`src/rtl/ddo_pkg.sv`:
```
package ddo_pkg;

    localparam int CORDIC_STEPS_DEF = 24;
    localparam int COUNT_BITS_DEF   = 16;

    localparam int ANG_W      = 32;
    localparam int DPP_W      = 32;
    localparam int GAIN_W     = 32;
    localparam int RATE_W     = 10;
    localparam int CFG_IDX_W  = 2;
    localparam int CFG_DATA_W = 32;
    localparam int VAL_W      = 64;
    localparam int CS_W       = 34;
    localparam int MB_W       = 34;
    localparam int MA_W       = 33;
    localparam int PROD_W     = MA_W + MB_W;
    localparam int FULL_W     = PROD_W + 32;

    localparam logic signed [CS_W-1:0] CORDIC_K = CS_W'(652032874);

    localparam logic signed [DPP_W-1:0] LEFT_DPP_RST  = DPP_W'(2698587);
    localparam logic signed [DPP_W-1:0] RIGHT_DPP_RST = DPP_W'(2698587);
    localparam logic [GAIN_W-1:0]       GAIN_RST      = GAIN_W'(1367130551);
    localparam logic [RATE_W-1:0]       RATE_RST      = RATE_W'(20);

    typedef enum logic [CFG_IDX_W-1:0] {
        CFG_LEFT_DPP     = 2'd0,
        CFG_RIGHT_DPP    = 2'd1,
        CFG_HEADING_GAIN = 2'd2,
        CFG_TICK_RATE    = 2'd3
    } t_cfg_idx;

    typedef enum logic [1:0] {
        SH_0,
        SH_30,
        SH_32
    } t_shift;

    typedef enum logic [1:0] {
        MP_IDLE,
        MP_LO,
        MP_HI,
        MP_SAT
    } t_mul_ph;

    typedef enum logic [1:0] {
        ST_IDLE,
        ST_ISSUE,
        ST_WAIT,
        ST_OUT
    } t_state;

    typedef enum logic [3:0] {
        OP_DL,
        OP_DR,
        OP_VL,
        OP_VR,
        OP_DTH,
        OP_TURN,
        OP_DX,
        OP_DY,
        OP_WVX,
        OP_WVY
    } t_op;

    typedef struct packed {
        logic   start;
        t_shift shift;
    } t_mul_req;

    function automatic logic [ANG_W-1:0] atan_q32(input logic [4:0] idx);
        logic [ANG_W-1:0] v;
        unique case (idx)
            5'd0:  v = 32'h2000_0000;
            5'd1:  v = 32'h12E4_051E;
            5'd2:  v = 32'h09FB_385B;
            5'd3:  v = 32'h0511_11D4;
            5'd4:  v = 32'h028B_0D43;
            5'd5:  v = 32'h0145_D7E1;
            5'd6:  v = 32'h00A2_F61E;
            5'd7:  v = 32'h0051_7C55;
            5'd8:  v = 32'h0028_BE53;
            5'd9:  v = 32'h0014_5F2F;
            5'd10: v = 32'h000A_2F98;
            5'd11: v = 32'h0005_17CC;
            5'd12: v = 32'h0002_8BE6;
            5'd13: v = 32'h0001_45F3;
            5'd14: v = 32'h0000_A2FA;
            5'd15: v = 32'h0000_517D;
            5'd16: v = 32'h0000_28BE;
            5'd17: v = 32'h0000_145F;
            5'd18: v = 32'h0000_0A30;
            5'd19: v = 32'h0000_0518;
            5'd20: v = 32'h0000_028C;
            5'd21: v = 32'h0000_0146;
            5'd22: v = 32'h0000_00A3;
            5'd23: v = 32'h0000_0051;
            5'd24: v = 32'h0000_0029;
            5'd25: v = 32'h0000_0014;
            5'd26: v = 32'h0000_000A;
            5'd27: v = 32'h0000_0005;
            5'd28: v = 32'h0000_0003;
            5'd29: v = 32'h0000_0001;
            5'd30: v = 32'h0000_0001;
            5'd31: v = 32'h0000_0000;
        endcase
        return v;
    endfunction

    function automatic logic signed [VAL_W-1:0] add_sat64(
        input logic signed [VAL_W-1:0] a,
        input logic signed [VAL_W-1:0] b
    );
        logic [VAL_W:0] s;
        s = {a[VAL_W-1], a} + {b[VAL_W-1], b};
        if (s[VAL_W] != s[VAL_W-1]) begin
            return s[VAL_W] ? {1'b1, {(VAL_W-1){1'b0}}} : {1'b0, {(VAL_W-1){1'b1}}};
        end
        return s[VAL_W-1:0];
    endfunction

    function automatic logic signed [VAL_W-1:0] sub_sat64(
        input logic signed [VAL_W-1:0] a,
        input logic signed [VAL_W-1:0] b
    );
        logic [VAL_W:0] s;
        s = {a[VAL_W-1], a} - {b[VAL_W-1], b};
        if (s[VAL_W] != s[VAL_W-1]) begin
            return s[VAL_W] ? {1'b1, {(VAL_W-1){1'b0}}} : {1'b0, {(VAL_W-1){1'b1}}};
        end
        return s[VAL_W-1:0];
    endfunction

    function automatic logic signed [VAL_W-1:0] mean2(
        input logic signed [VAL_W-1:0] a,
        input logic signed [VAL_W-1:0] b
    );
        logic signed [VAL_W-1:0] ha;
        logic signed [VAL_W-1:0] hb;
        logic signed [VAL_W-1:0] c;
        ha = a >>> 1;
        hb = b >>> 1;
        c  = $signed({{(VAL_W-1){1'b0}}, a[0] & b[0]});
        return ha + hb + c;
    endfunction

endpackage

```
`src/rtl/ddo_mul.sv`:
```
module ddo_mul
    import ddo_pkg::*;
(
    input  logic                    i_clk,
    input  logic                    i_rst_n,
    input  t_mul_req                i_req,
    input  logic signed [VAL_W-1:0] i_a,
    input  logic signed [MB_W-1:0]  i_b,
    output logic                    o_done,
    output logic signed [VAL_W-1:0] o_result
);

    t_mul_ph                  r_ph;
    t_mul_ph                  n_ph;
    logic signed [VAL_W-1:0]  r_a;
    logic signed [MB_W-1:0]   r_b;
    t_shift                   r_sh;
    logic signed [PROD_W-1:0] r_lo;
    logic signed [FULL_W-1:0] r_full;

    logic signed [MA_W-1:0]   m_a;
    logic signed [PROD_W-1:0] prod;
    logic signed [FULL_W-1:0] n_full;
    logic signed [FULL_W-1:0] shifted;
    logic                     fits;

    always_ff @(posedge i_clk) begin
        if (!i_rst_n) begin
            r_ph <= MP_IDLE;
        end else begin
            r_ph <= n_ph;
        end
    end

    always_comb begin
        n_ph = r_ph;
        unique case (r_ph)
            MP_IDLE: if (i_req.start) n_ph = MP_LO;
            MP_LO:   n_ph = MP_HI;
            MP_HI:   n_ph = MP_SAT;
            MP_SAT:  n_ph = MP_IDLE;
        endcase
    end

    always_comb begin
        if (r_ph == MP_LO) begin
            m_a = $signed({1'b0, r_a[31:0]});
        end else begin
            m_a = $signed({r_a[VAL_W-1], r_a[VAL_W-1:32]});
        end
        prod   = m_a * r_b;
        n_full = (FULL_W'(prod) <<< 32) + FULL_W'(r_lo);
    end

    always_ff @(posedge i_clk) begin
        if (r_ph == MP_IDLE && i_req.start) begin
            r_a  <= i_a;
            r_b  <= i_b;
            r_sh <= i_req.shift;
        end
        if (r_ph == MP_LO) begin
            r_lo <= prod;
        end
        if (r_ph == MP_HI) begin
            r_full <= n_full;
        end
    end

    always_comb begin
        unique case (r_sh)
            SH_0:    shifted = r_full;
            SH_30:   shifted = r_full >>> 30;
            SH_32:   shifted = r_full >>> 32;
            default: shifted = r_full;
        endcase
        fits = (shifted[FULL_W-1:VAL_W-1] == {(FULL_W-VAL_W+1){shifted[VAL_W-1]}});
        if (fits) begin
            o_result = shifted[VAL_W-1:0];
        end else if (shifted[FULL_W-1]) begin
            o_result = {1'b1, {(VAL_W-1){1'b0}}};
        end else begin
            o_result = {1'b0, {(VAL_W-1){1'b1}}};
        end
    end

    assign o_done = (r_ph == MP_SAT);

endmodule

```
`config.mk`:
```
export PLATFORM = sky130hd
export DESIGN_NAME = ddo_mul
export DESIGN_NICKNAME = d
export VERILOG_FILES = /design/src/rtl/ddo_pkg.sv /design/src/rtl/ddo_mul.sv
export SDC_FILE = /design/constraint.sdc
export NUM_CORES = 2
export LEC_CHECK = 0
export BUFFER_PORTS_ARGS = -buffer_cell sky130_fd_sc_hd__buf_4
export CAP_MARGIN = 20
export CORE_MARGIN = 3
export CORE_UTILIZATION = 55
export CTS_BUF_LIST = sky130_fd_sc_hd__clkbuf_4
export DETAILED_ROUTE_END_ITERATION = 12
export PLACE_DENSITY = 0.83
export SYNTH_ARGS = -nofsm -noshare
export SYNTH_HDL_FRONTEND = slang
export SYNTH_SLANG_ARGS = --single-unit
```
`constraint.sdc`:
```
create_clock -name i_clk -period 27.7 [get_ports i_clk]
set_input_delay 8.31 -clock i_clk [delete_from_list [all_inputs] [get_ports i_clk]]
set_output_delay 8.31 -clock i_clk [all_outputs]
set_load 0.005 [all_outputs]
```
After elaboration in Yosys (flattened, before gate mapping)
Index checks and enable logic that the tools add are counted.
- register bits after elaboration: 268
- bits of input ports: 103
- output and inout port bits: 65
- word-level logic and storage cells: 23
- $add $sub $neg: 1
- multiply operators: 1
- eq/ne operators: 7
- mux-type cells: 6
- reductions and logical operators: 2
- operator list (kind ; count):
    98-bit one-hot mux with 2 select lines ; 1
    64-bit two-way mux ; 2
    99-bit by 67-bit adder with 99-bit output ; 1
    33-bit by 34-bit multiplier with 67-bit output ; 1
    35-bit == test ; 1
    33-bit two-way mux ; 1
    2-bit one-hot mux with 4 select lines ; 1
    2-bit == test, second input constant ; 3
    2-bit by 1-bit == test with 1-bit output, second input constant ; 2
    2-bit zero test ; 1
    2-bit two-way mux ; 1
    2-bit != test, second input constant ; 1
    1-bit logical AND ; 1

Longest topological paths before layout
- depth in word-level cells: 4
- gate-level depth with buffers: 45
- mapped depth without buffers: 41

Least setup slack after synthesis
Ideal clock, no wire load.
- path type: register -> register
- start point: register r_ph[1]
- end point: register r_full[92] (data pin)
- library setup time: 0.180 ns
- data arrival time: 11.856 ns
- required time: 27.520 ns
- slack: 15.664 ns
- stages on the path, launching flop included: 43
- path buffers: 5
- period minus slack after synthesis: 12.036 ns
- cells stage by stage: dfxtp_1 -> inv_1 -> ha_1 -> clkbuf_1 -> clkbuf_1 -> mux2_2 -> clkbuf_1 -> and2_1 -> fa_1 -> inv_1 -> fa_1 -> inv_1 -> fa_1 -> inv_1 -> fa_1 -> inv_1 -> fa_1 -> fa_1 -> [7 not listed] -> a21o_1 -> a221oi_1 -> o21ai_1 -> a211oi_1 -> o31ai_1 -> a31oi_1 -> xnor2_1 -> ha_1 -> clkbuf_1 -> nand2_1 -> nor3_1 -> a31oi_1 -> o221a_2 -> o211a_1 -> a21oi_1 -> nand3_1 -> a2111o_1 -> o311ai_1
- cells in the longest elaborated chain, start to end: 4
- RTL lines (what ; line ; RTL):
    start, declared ; ddo_mul.sv:13 ; t_mul_ph r_ph;
    start signal, assigned ; ddo_mul.sv:31 ; r_ph <= n_ph;
    2-bit by 1-bit == test with 1-bit output ; ddo_mul.sv:46 ; if (r_ph == MP_LO) begin
    33-bit two-way mux ; ddo_mul.sv:46 ;
    33-bit by 34-bit multiplier with 67-bit output ; ddo_mul.sv:51 ; prod = m_a * r_b;
    named net prod[48] ; ddo_mul.sv:22 ; logic signed [PROD_W-1:0] prod;
    99-bit by 67-bit adder with 99-bit output ; ddo_mul.sv:52 ; n_full = (FULL_W'(prod) <<< 32) + FULL_W'(r_lo);
    named net n_full[92] ; ddo_mul.sv:23 ; logic signed [FULL_W-1:0] n_full;
    end signal, assigned ; ddo_mul.sv:65 ; r_full <= n_full;
    end, declared ; ddo_mul.sv:19 ; logic signed [FULL_W-1:0] r_full;
The timed path passes the listed nets, and every way through them passes these cells.
A chain may end at the register's enable or synchronous reset.

Worst setup path in the final report
Ends and elaborated chain as after synthesis.

==> summary.txt <==
Synth
  – Avg Cell Area, Syn: 9.729 um2
  – Synth Area in XOR/XNOR: 0.02265
  – Synthesized area: 54,020 um2
  – Synthesized Nets: 7,126
  – Adder-Cell Fraction of Synth Area: 0.5040
  – Largest family of logic cells by synthesized area: adder cells
  – Syn. warnings: 0
  – Synth Area in Compound Gates: 0.07747
  – Sequential fraction of the synthesis area: 0.1486
  – Async SR Flop Fraction: 0
  – EDFF count, synth: 266
  – Ys flop type: edfxtp_1
  – Gate Count Post-Synth: 5,553
  – Post-synthesis mux area share: 0.006647
  – Yosys reg bits: 268
  – Post-synth cell types: 76
  – Simple logic cell fraction of the synthesized area: 0.1386

Hold path
  – Min-Delay Startpoint: r_lo[2]
  – Hold Crit Class: reg2reg
  – Worst hold stages: 0
  – Worst Hold End: r_full[2]

GRT
  – Grt total ovfl: 0
  – Vias in the first global route: 43,090
  – First-pass GRT wire length: 228.6 mm
  – Initial antenna violation count: 4
  – Tot GR Track Use: 0.2838
  – Largest net degree at the start of global routing: 81

Route
  – Top layer in use: met5
  – DR vias/cell: 5.729
  – Drt drc: 0
  – DRT antenna net count: 0
  – DR pass1 iterations: 6
  – Wl on met1: 52.14 mm
  – Post-DR wirelength/cell: 20.45 um
  – DR iter-0 viols: 3,163
  – Total number of vias: 39,460
  – Met2 wire len: 70.04 mm
  – Metal3 WL: 11.43 mm
  – Overall routed net length: 140.8 mm

Setup path
  – Worst Path Arrival: 13,610 ps
  – Critical Path RT: 28,320 ps
  – Startpoint types: register
  – Critical path depth: 36
  – Worst path bufs/invs: 6
  – Crit end category: register
  – Crit Path Category: reg2reg
  – Reg-to-Reg Start: r_ph[1]
  – CP Max Fanout: 49
  – R2R Path End: r_full[92]
  – R2r worst-path depth: 36
  – CP delay by family, top: adder cells
  – CP max stage delay: 890 ps
  – Most frequent cell on the critical path: fa_1
  – Worst R2R Setup Slack: 14,710 ps
  – Worst path slowest cell: mux2_2

Timing
  – Fin. max-slew vios: 0
  – Final setup violation count: 0
  – Worst-Margin Slew: 1015 ps
  – Skew final: 103.2 ps
  – Peak Freq: 0.07700 GHz
  – Final setup TNS: 0 ps
  – Final Hold Viols: 0
  – Worst slew margin: 0.3236
  – RSZ-0062 raised after global routing: no
  – Final period utilization: 0.4688
  – Final Critical Period: 12,990 ps

Clock network
  – Num CTS Buffers: 79
  – Cts hold-fix bufs: 0
  – Worst skew pair latency: 900 ps
  – # resized after CTS: 0
  – Clock root cell: clkbuf_4
  – Clk buf depth: 3
  – Clk sinks: 268
  – Clock-pin slew on the worst setup and hold paths: 60 ps
  – Postcts setup bufs: 0
  – Htree depth: 3
  – CTS tree: done

Finish
  – Nets: 7,136
  – Layout fillers: 7,881
  – Synthesis-to-finish area growth: 5.776%
  – Share of layout cells above drive strength 1: 0.06810

Placed design
  – Detailed Place HPWL: 113.6 mm
  – Routability congestion estimate from global placement: 0.9634
  – I/O Buffers: 167

Die
  – Die Y: 319.4 um
  – Initial core utilization: 0.5570
  – Core ar.: 96,990 um2
  – Die area: 102,000 um2
  – Ports: 168
  – Row cnt: 114
  – Die W: 319.4 um

Run status
  – Status: finished clean

Flow run
  – Max Cap Viol: 0
[cell families after synthesis]
logic type	Yosys count
AO/OA/AOI/OAI	653
XOR/XNOR	138
adder cells (fa/ha/maj)	1470
buffers and inverters	1468
flip-flops	268
multiplexers	32
AND/OR/NAND/NOR	1524
[synth_stat cells (35+ instances only)]
master	n	share of area
xor2_1	50	0.0081
fa_1	1177	0.44
o21ai_0	134	0.012
clkbuf_1	285	0.020
a21oi_1	200	0.019
and2_1	549	0.064
xnor2_1	87	0.014
nand2_1	650	0.045
ha_1	293	0.068
a21o_1	69	0.0096
nand3_1	35	0.0032
inv_1	1178	0.082
nor2_1	162	0.011
edfxtp_1	266	0.15
a22oi_1	67	0.0093
[state kept, by name, summed over array words and instances, names as in the netlist]
signal,count
r_lo,67
r_full,99
r_b,34
r_ph,2
r_a,64
r_sh,2
[how the worst max path moves through the flow]
stage	slack [ps]	start	to
6_report	14710	r_ph[1]	r_full[92]
5_1_grt	14160	r_ph[1]	r_full[92]
4_1_cts	14770	r_ph[1]	r_full[92]
3_5_place_dp	14800	r_ph[1]	r_full[92]
3_3_place_gp	15000	r_ph[1]	r_full[92]
2_1_floorplan	15660	r_ph[1]	r_full[92]
[layout make-up]
type,instances,area (um2),share of cell area
Multi-Input combinational cell,3817,40530,0.7092
Sequential cell,268,8028,0.1405
Inverter,1178,4422,0.07738
Timing Repair Buffer,219,1644,0.02877
Tap cell,1276,1597,0.02794
Clock buffer,102,765.7,0.01340
Clock inverter,25,153.9,0.002693
Antenna cell,3,7.507,0.0001314
[metrics by stage]
stage                     hold slack, ps  std cells    util  instance area [um2]  worst slack (ps)
after global routing               382.1       6886  0.5891                57140             14160
after floorplan                    400.3       5553       -                54020             15660
after CTS                          362.1       6885  0.5891                57140             14770
after detailed placement           405.2       6758  0.5796                56220             14800
after global placement             400.9       6758  0.5796                56220             15000
final                              360.9       6888  0.5892                57140             14710
[metal layers]
metal	vias to the layer above	GRT usage
li1	17010	-
met1	20140	0.3545
met2	1829	0.4818
met3	473	0.05208
met4	2	0.1324
met5	-	0
[cells in the final DEF (no fill, tap or decap), drive strengths merged, types with 4 or more instances in the layout]
cell    count
inv      1181
fa       1177
nand2     650
and2      549
ha        293
edfxtp    266
buf       219
a21oi     200
nor2      162
o21ai     147
clkbuf    102
xnor2      87
a21o       69
a22oi      67
xor2       50
nand3      35
nand4      32
mux2       31
a31oi      27
o21bai     25
nand2b     22
o21a       19
clkinv     19
and3       16
a211oi     15
and4       12
nor2b      12
o211ai     11
nor3       11
o31ai      11
nor4       10
a21boi      9
a221oi      7
a211o       6
or3         5
a221o       4
o211a       4
o41ai       4
[worst reg2reg max path, delay by kind of cell, from the launching register on]
| family | cells | cell delay (ps) |
|---|---|---|
| compound gates | 9 | 2720 |
| xor+xnor | 1 | 170 |
| fa+ha+maj | 11 | 5220 |
| buf+inv | 6 | 1630 |
| flops | 1 | 350 |
| mux | 1 | 920 |
| simple gates | 8 | 1800 |
Power is not shown: default switching activity piles up to over one toggle a cycle in this logic, so the estimate is an artifact.
