$ cat src/rtl/ddo_pkg.sv
package ddo_pkg;

    localparam int CORDIC_STEPS_DEF = 24;
    localparam int COUNT_BITS_DEF   = 16;

    localparam int ANG_W      = 32;
    localparam int DPP_W      = 32;
    localparam int GAIN_W     = 32;
    localparam int RATE_W     = 10;
    localparam int CFG_IDX_W  = 2;
    localparam int CFG_DATA_W = 32;
    localparam int VAL_W      = 64;
    localparam int CS_W       = 34;
    localparam int MB_W       = 34;
    localparam int MA_W       = 33;
    localparam int PROD_W     = MA_W + MB_W;
    localparam int FULL_W     = PROD_W + 32;

    localparam logic signed [CS_W-1:0] CORDIC_K = CS_W'(652032874);

    localparam logic signed [DPP_W-1:0] LEFT_DPP_RST  = DPP_W'(2698587);
    localparam logic signed [DPP_W-1:0] RIGHT_DPP_RST = DPP_W'(2698587);
    localparam logic [GAIN_W-1:0]       GAIN_RST      = GAIN_W'(1367130551);
    localparam logic [RATE_W-1:0]       RATE_RST      = RATE_W'(20);

    typedef enum logic [CFG_IDX_W-1:0] {
        CFG_LEFT_DPP     = 2'd0,
        CFG_RIGHT_DPP    = 2'd1,
        CFG_HEADING_GAIN = 2'd2,
        CFG_TICK_RATE    = 2'd3
    } t_cfg_idx;

    typedef enum logic [1:0] {
        SH_0,
        SH_30,
        SH_32
    } t_shift;

    typedef enum logic [1:0] {
        MP_IDLE,
        MP_LO,
        MP_HI,
        MP_SAT
    } t_mul_ph;

    typedef enum logic [1:0] {
        ST_IDLE,
        ST_ISSUE,
        ST_WAIT,
        ST_OUT
    } t_state;

    typedef enum logic [3:0] {
        OP_DL,
        OP_DR,
        OP_VL,
        OP_VR,
        OP_DTH,
        OP_TURN,
        OP_DX,
        OP_DY,
        OP_WVX,
        OP_WVY
    } t_op;

    typedef struct packed {
        logic   start;
        t_shift shift;
    } t_mul_req;

    function automatic logic [ANG_W-1:0] atan_q32(input logic [4:0] idx);
        logic [ANG_W-1:0] v;
        unique case (idx)
            5'd0:  v = 32'h2000_0000;
            5'd1:  v = 32'h12E4_051E;
            5'd2:  v = 32'h09FB_385B;
            5'd3:  v = 32'h0511_11D4;
            5'd4:  v = 32'h028B_0D43;
            5'd5:  v = 32'h0145_D7E1;
            5'd6:  v = 32'h00A2_F61E;
            5'd7:  v = 32'h0051_7C55;
            5'd8:  v = 32'h0028_BE53;
            5'd9:  v = 32'h0014_5F2F;
            5'd10: v = 32'h000A_2F98;
            5'd11: v = 32'h0005_17CC;
            5'd12: v = 32'h0002_8BE6;
            5'd13: v = 32'h0001_45F3;
            5'd14: v = 32'h0000_A2FA;
            5'd15: v = 32'h0000_517D;
            5'd16: v = 32'h0000_28BE;
            5'd17: v = 32'h0000_145F;
            5'd18: v = 32'h0000_0A30;
            5'd19: v = 32'h0000_0518;
            5'd20: v = 32'h0000_028C;
            5'd21: v = 32'h0000_0146;
            5'd22: v = 32'h0000_00A3;
            5'd23: v = 32'h0000_0051;
            5'd24: v = 32'h0000_0029;
            5'd25: v = 32'h0000_0014;
            5'd26: v = 32'h0000_000A;
            5'd27: v = 32'h0000_0005;
            5'd28: v = 32'h0000_0003;
            5'd29: v = 32'h0000_0001;
            5'd30: v = 32'h0000_0001;
            5'd31: v = 32'h0000_0000;
        endcase
        return v;
    endfunction

    function automatic logic signed [VAL_W-1:0] add_sat64(
        input logic signed [VAL_W-1:0] a,
        input logic signed [VAL_W-1:0] b
    );
        logic [VAL_W:0] s;
        s = {a[VAL_W-1], a} + {b[VAL_W-1], b};
        if (s[VAL_W] != s[VAL_W-1]) begin
            return s[VAL_W] ? {1'b1, {(VAL_W-1){1'b0}}} : {1'b0, {(VAL_W-1){1'b1}}};
        end
        return s[VAL_W-1:0];
    endfunction

    function automatic logic signed [VAL_W-1:0] sub_sat64(
        input logic signed [VAL_W-1:0] a,
        input logic signed [VAL_W-1:0] b
    );
        logic [VAL_W:0] s;
        s = {a[VAL_W-1], a} - {b[VAL_W-1], b};
        if (s[VAL_W] != s[VAL_W-1]) begin
            return s[VAL_W] ? {1'b1, {(VAL_W-1){1'b0}}} : {1'b0, {(VAL_W-1){1'b1}}};
        end
        return s[VAL_W-1:0];
    endfunction

    function automatic logic signed [VAL_W-1:0] mean2(
        input logic signed [VAL_W-1:0] a,
        input logic signed [VAL_W-1:0] b
    );
        logic signed [VAL_W-1:0] ha;
        logic signed [VAL_W-1:0] hb;
        logic signed [VAL_W-1:0] c;
        ha = a >>> 1;
        hb = b >>> 1;
        c  = $signed({{(VAL_W-1){1'b0}}, a[0] & b[0]});
        return ha + hb + c;
    endfunction

endpackage

$ cat src/rtl/ddo_cordic.sv
module ddo_cordic
    import ddo_pkg::*;
#(
    parameter int CORDIC_STEPS = CORDIC_STEPS_DEF
) (
    input  logic                   i_clk,
    input  logic                   i_rst_n,
    input  logic                   i_start,
    input  logic [ANG_W-1:0]       i_angle,
    output logic                   o_valid,
    output logic signed [CS_W-1:0] o_cos,
    output logic signed [CS_W-1:0] o_sin
);

    localparam int IW = $clog2(CORDIC_STEPS);

    logic                   r_busy;
    logic                   r_valid;
    logic [IW-1:0]          r_i;
    logic                   r_flip;
    logic signed [CS_W-1:0] r_x;
    logic signed [CS_W-1:0] r_y;
    logic signed [CS_W-1:0] r_z;

    logic [ANG_W-1:0]       probe;
    logic                   fold;
    logic [ANG_W-1:0]       ang_f;
    logic signed [CS_W-1:0] atan_v;

    assign probe  = i_angle + 32'h4000_0000;
    assign fold   = probe[ANG_W-1];
    assign ang_f  = fold ? i_angle + 32'h8000_0000 : i_angle;
    assign atan_v = $signed({{(CS_W-ANG_W){1'b0}}, atan_q32(5'(r_i))});

    always_ff @(posedge i_clk) begin
        if (!i_rst_n) begin
            r_busy  <= 1'b0;
            r_valid <= 1'b0;
        end else if (i_start) begin
            r_busy  <= 1'b1;
            r_valid <= 1'b0;
        end else if (r_busy && r_i == IW'(CORDIC_STEPS - 1)) begin
            r_busy  <= 1'b0;
            r_valid <= 1'b1;
        end
    end

    always_ff @(posedge i_clk) begin
        if (i_start) begin
            r_i    <= '0;
            r_flip <= fold;
            r_x    <= CORDIC_K;
            r_y    <= '0;
            r_z    <= CS_W'($signed(ang_f));
        end else if (r_busy) begin
            r_i <= r_i + 1'b1;
            if (!r_z[CS_W-1]) begin
                r_x <= r_x - (r_y >>> r_i);
                r_y <= r_y + (r_x >>> r_i);
                r_z <= r_z - atan_v;
            end else begin
                r_x <= r_x + (r_y >>> r_i);
                r_y <= r_y - (r_x >>> r_i);
                r_z <= r_z + atan_v;
            end
        end
    end

    assign o_valid = r_valid;
    assign o_cos   = r_flip ? -r_x : r_x;
    assign o_sin   = r_flip ? -r_y : r_y;

endmodule

$ cat config.mk
export PLATFORM = sky130hd
export DESIGN_NAME = ddo_cordic
export DESIGN_NICKNAME = d
export VERILOG_FILES = /design/src/rtl/ddo_pkg.sv /design/src/rtl/ddo_cordic.sv
export SDC_FILE = /design/constraint.sdc
export NUM_CORES = 1
export LEC_CHECK = 0
export ABC_CLOCK_PERIOD_IN_PS = 6590
export BUFFER_PORTS_ARGS = -buffer_cell sky130_fd_sc_hd__buf_2
export CORE_MARGIN = 4
export CORE_UTILIZATION = 32
export CTS_CLUSTER_DIAMETER = 30
export DETAILED_ROUTE_END_ITERATION = 12
export PLACE_DENSITY_LB_ADDON = 0.25
export SLEW_MARGIN = 20
export SYNTH_ARGS = -nofsm -noshare
export SYNTH_HDL_FRONTEND = slang
export SYNTH_SLANG_ARGS = --single-unit
export TNS_END_PERCENT = 20
$ cat constraint.sdc
create_clock -name i_clk -period 6.59 [get_ports i_clk]
set_input_delay 1.977 -clock i_clk [delete_from_list [all_inputs] [get_ports i_clk]]
set_output_delay 1.977 -clock i_clk [all_outputs]
set_load 0.1 [all_outputs]
Yosys cells after proc, flatten, opt, wreduce, memory -nomap -nowiden
Memory sizes are Yosys's and may differ from the RTL's. A register that Yosys moved wholly into a read port is not among the register bits.
Cells that the tools add are included.

storage, ports and cells
  logic and storage cells = 39
  input bits = 35
  bits in read-only memories = 960
  flip-flop bits (word level) = 110
  memories = 1

memories
  name             depth  bits a word  read ports  clocked after Yosys merged registers in  wr ports  RTL line       source
  (no name shown)  32     30           1           1                                        0         ddo_pkg.sv:73  unique case (idx)

operators by class
  eq/ne operators = 1
  mux-type cells = 12
  bitwise gates (word level) = 1
  shift operators = 2
  add/subtract/negate cells = 11
  reductions and logical operators = 4

operators with widths
  kind                      count
  $mux W34                  7
  $add A34 B34 Y34          2
  $neg A34 Y34              2
  $sshr A34 B5 Y34          2
  $sub A34 B34 Y34          2
  $add A34 B33 Y34          1
  $sub A34 B33 Y34          1
  $add A32 B31 Y32 const B  1
  $add A32 B32 Y32 const B  1
  $mux W32                  1
  $mux W5                   2
  $add A5 B1 Y5 const B     1
  $eq A5 B5 Y1 const B      1
  $reduce_bool A2 Y1        2
  $mux W1                   2
  $reduce_or A2 Y1          1
  $logic_and A1 B1 Y1       1
  $not A1 Y1                1

Longest topological paths before layout
  depth in word-level cells = 4
  mapped depth = 30
  depth with buffers taken out = 24

Worst setup path before layout
Ideal clock, no wire load.

  path kind = register to output
  start = register r_x[2]
  end = output o_cos[33]
  cell stages (with the launch flop) = 13
  arrival = 4.117 ns
  buffers on the path = 1
  setup slack = 0.496 ns
  data required time = 4.613 ns
  cell sequence = dfxtp_1 > buf_6 > or3_4 > nor2_4 > nand2_2 > or3_4 > or3_4 > or4_4 > or2_4 > or3_1 > or4_4 > o31ai_4 > xnor2_1

between the ends
  cells in the longest elaborated chain, start to end = 2

ends and longest elaborated chain
  what                    RTL line          source
  from (decl)             ddo_cordic.sv:21  logic signed [CS_W-1:0] r_x;
  from (signal assigned)  ddo_cordic.sv:58  r_x <= r_x - (r_y >>> r_i);
  from (signal assigned)  ddo_cordic.sv:62  r_x <= r_x + (r_y >>> r_i);
  $neg A34 Y34            ddo_cordic.sv:70  assign o_cos = r_flip ? -r_x : r_x;
  $mux W34                ddo_cordic.sv:70
  to (decl)               ddo_cordic.sv:11  output logic signed [CS_W-1:0] o_cos,

No other way between the ends.

Worst setup path after layout
Same ends and word-level chain as after synthesis.

==> flow_summary.json <==
{
  "status": "complete, no violations",
  "wl_per_cell_um": 21.71,
  "synth_edf_count": 35,
  "maxSlewHeadroom_pct": 38.82,
  "grt_use_total_pct": 21.16,
  "crit_type": "flip-flop to output pin",
  "cp_num_buf_inv": 1,
  "routed_wl_um": 68780,
  "fmax_mhz": 155.8,
  "hp-start": "r_y[1]$_SDFFE_PP0P_",
  "fp-row-count": 88,
  "worst_setup_path_end_kind": "output pin",
  "setup_viol": 0,
  "ys.flop_type": "dfxtp_1",
  "fin_crit_ns": 6.420,
  "grt-ovfl-total": 0,
  "die_x_um": 250.0,
  "hold_path.class": "flip-flop to flip-flop",
  "yosys_warnings": 0,
  "fp.dieH_um": 250.0,
  "antenna_found_initial": 0,
  "ctsHtreeMaxLevel": 4,
  "pre_cts_ws_ns": 0.3832,
  "clockBufferDepth": 2,
  "die-area_mm2": 0.06252,
  "cts_tree": "done",
  "area_growth_pct": 10.50,
  "async_flop_share_pct": 0,
  "vias_per_cell": 5.811,
  "maxCapViolations": 0,
  "fin_skew_ns": 0.02535,
  "cpMaxStageDelayCell": "or4_4",
  "io_pins": 104,
  "synth_cells": 2334,
  "path_cells": "or3_4 -> nor2_4 -> nand2_2 -> or3_4 -> or3_4 -> or4_4 -> or2_4 -> or3_1 -> or4_4 -> o31ai_4 -> xnor2_1 -> clkbuf_4",
  "portBuffers": 103,
  "drc": 0,
  "cts_num_sinks": 140,
  "clock_latency_ns": 0.50,
  "tns_ns": 0,
  "clk_pin_slew_ns": 0.07,
  "start_util_pct": 32.43,
  "post-route-period-util_pct": 97.42,
  "drtIter0Drc": 1500,
  "numCtsBuffers": 17,
  "grt_max_degree": 56,
  "arrival_ns": 4.44,
  "n_antenna_cell": 0,
  "dpl.hpwl_um": 52530,
  "crit_required_ns": 4.61,
  "regToRegStartpoint": "r_i[1]$_SDFFE_PP0P_",
  "drtAntennaViolNets": 0,
  "ctsHoldBuffers": 0,
  "gpl.final_weighted_congestion": 0.9695,
  "ys_types": 104,
  "synth_nets": 2484,
  "cpMostUsedCell": "or3_4",
  "maxSlewViolCount": 0,
  "ys_seq_area_share_pct": 16.82,
  "start_kind": "flip-flop",
  "coreArea_mm2": 0.05781,
  "critPathMaxStageDelay_ns": 0.48,
  "cts_root_buf": "clkbuf_16",
  "firstDrtPassIters": 5,
  "crit_family": "simple AND/OR/NAND/NOR gates",
  "worstSetupStartpoint": "r_x[2]$_SDFFE_PP0P_",
  "synth_area_mm2": 0.01875,
  "drive_gt1_share_pct": 16.02,
  "ys_seq_elements": 140,
  "tightest_slew_ns": 0.9178,
  "grt_setup_unrepaired": "false",
  "syn-mean-instance-area_um2": 8.031,
  "grt_pass1_wl_um": 104800,
  "nets": 2540,
  "hold_violations": 0,
  "worstPathMaxFanout": 9,
  "vias": 18410,
  "setup_slack_ns": 0.1698,
  "grt_pass1_vias": 17420
}
-- tightest hold or removal path, cell delays in order, from the launching register on --
cell      delay [ns]
dfxtp_1         0.36
nor2_1          0.10
a211oi_1        0.06
-- cell usage after synthesis (12+ instances only) --
cell,n,area share [%]
clkbuf_8,16,1.2
o31ai_1,24,0.96
a31oi_1,35,1.2
nand2b_1,22,0.73
nand2_1,217,4.3
a21oi_1,203,5.4
buf_1,19,0.38
nand3_1,41,1.1
ha_1,112,7.5
clkbuf_1,97,1.9
mux4_2,66,7.9
and2_1,12,0.40
edfxtp_1,35,5.6
o21a_1,21,0.84
o21bai_1,16,0.64
a21o_1,58,2.3
o21ai_0,155,4.1
nand4_1,14,0.47
a21boi_0,12,0.48
buf_6,14,0.84
mux2i_1,90,4.8
or3_1,22,0.73
mux2_2,31,1.9
o211ai_1,17,0.68
buf_2,13,0.35
and3_1,32,1.1
a211oi_1,26,1.0
nor2b_1,14,0.47
inv_1,56,1.1
o22ai_1,15,0.50
xnor2_1,159,7.4
xor2_1,83,3.9
nor3_1,46,1.2
dfxtp_1,105,11
nor2_1,213,4.3
-- layout by cell type (no fill, tap or decap), types with 9 or more instances in the layout --
| cell type | count |
|---|---|
| a211o_1 | 9 |
| a21oi_1 | 203 |
| buf_2 | 100 |
| nor3_1 | 46 |
| a31oi_1 | 35 |
| inv_1 | 56 |
| or3_1 | 22 |
| nand2b_1 | 22 |
| o22ai_1 | 15 |
| nor4_1 | 11 |
| clkbuf_16 | 18 |
| nor2b_1 | 14 |
| o21bai_1 | 16 |
| ha_1 | 112 |
| o211ai_1 | 17 |
| and2_1 | 12 |
| o21a_1 | 21 |
| or2_2 | 10 |
| nand2_1 | 217 |
| o21ai_0 | 155 |
| a21o_1 | 58 |
| a22o_1 | 11 |
| mux2_2 | 31 |
| nor2_1 | 212 |
| dfxtp_1 | 100 |
| o41ai_1 | 9 |
| nand4_1 | 14 |
| mux4_2 | 66 |
| nand3_1 | 41 |
| a21boi_0 | 12 |
| or4_1 | 9 |
| xnor2_1 | 159 |
| edfxtp_1 | 35 |
| and3_1 | 32 |
| mux2i_1 | 90 |
| a211oi_1 | 26 |
| buf_4 | 106 |
| xor2_1 | 83 |
| o31ai_1 | 24 |
-- path summary, 6_finish.rpt --
| path | endpoint | slack (ns) | cells past startpoint |
|---|---|---|---|
| worst max-delay path | o_cos[33] | 0.17 | 12 |
| worst min-delay path | r_y[1]$_SDFFE_PP0P_ | 0.57 | 2 |
| worst max register to register | r_y[28]$_SDFFE_PP0P_ | 0.31 | 23 |
| worst min register to register | r_y[1]$_SDFFE_PP0P_ | 0.57 | 2 |
-- metrics by stage --
step           std cells  utilization [%]  cell area [um^2]  hold WS (ns)
2_1_floorplan       2334                -             18750        0.4970
3_3_place_gp        3134            34.69             20050        0.5568
3_5_place_dp        3134            34.69             20050        0.5746
4_1_cts             3166            35.75             20660        0.5837
5_1_grt             3168            35.83             20710        0.6052
6_report            3168            35.83             20710        0.5719
-- state kept, by name, summed over array words and instances (netlist names) --
register / cells
atan_v: 30
o_valid: 1
r_busy: 1
r_flip: 1
r_i: 5
r_x: 34
r_y: 34
r_z: 34
-- layer usage --
| layer | track usage (%) | routed length, um | part of all wire [%] |
|---|---|---|---|
| met2 | 36.51 | 33660 | 49 |
| met1 | 27.13 | 29180 | 42 |
| met3 | 3.116 | 3943 | 5.7 |
| met5 | 0 | 0 | 0 |
| met4 | 7.085 | 1996 | 2.9 |
-- cells by family after synthesis --
family	count (synthesis)	synth area share, %
simple gates	711	18.20
compound gates	695	23.78
xor+xnor	242	11.31
buf+inv	240	7.028
mux	191	15.08
flops	140	16.82
fa+ha+maj	115	7.796
-- area by class of cell --
class                   instances  area, um^2
clock buffers                  18       429.2
repair buffers                216        1476
multi-input cells            1954       14280
clock inverters                14       180.2
inverters                      61       229.0
flip-flops and latches        140        3164
fillers                      6070       37090
well taps                     765       957.2
-- timing repair --
| action | 4_1_cts | 5_1_grt |
|---|---|---|
| setup buffers | 0 | 2 |
| setup endpoints to repair | 0 | 4 |
| resized for setup | 0 | 2 |
Power is not shown: default switching activity piles up to over one toggle a cycle in this logic, so the estimate is an artifact.
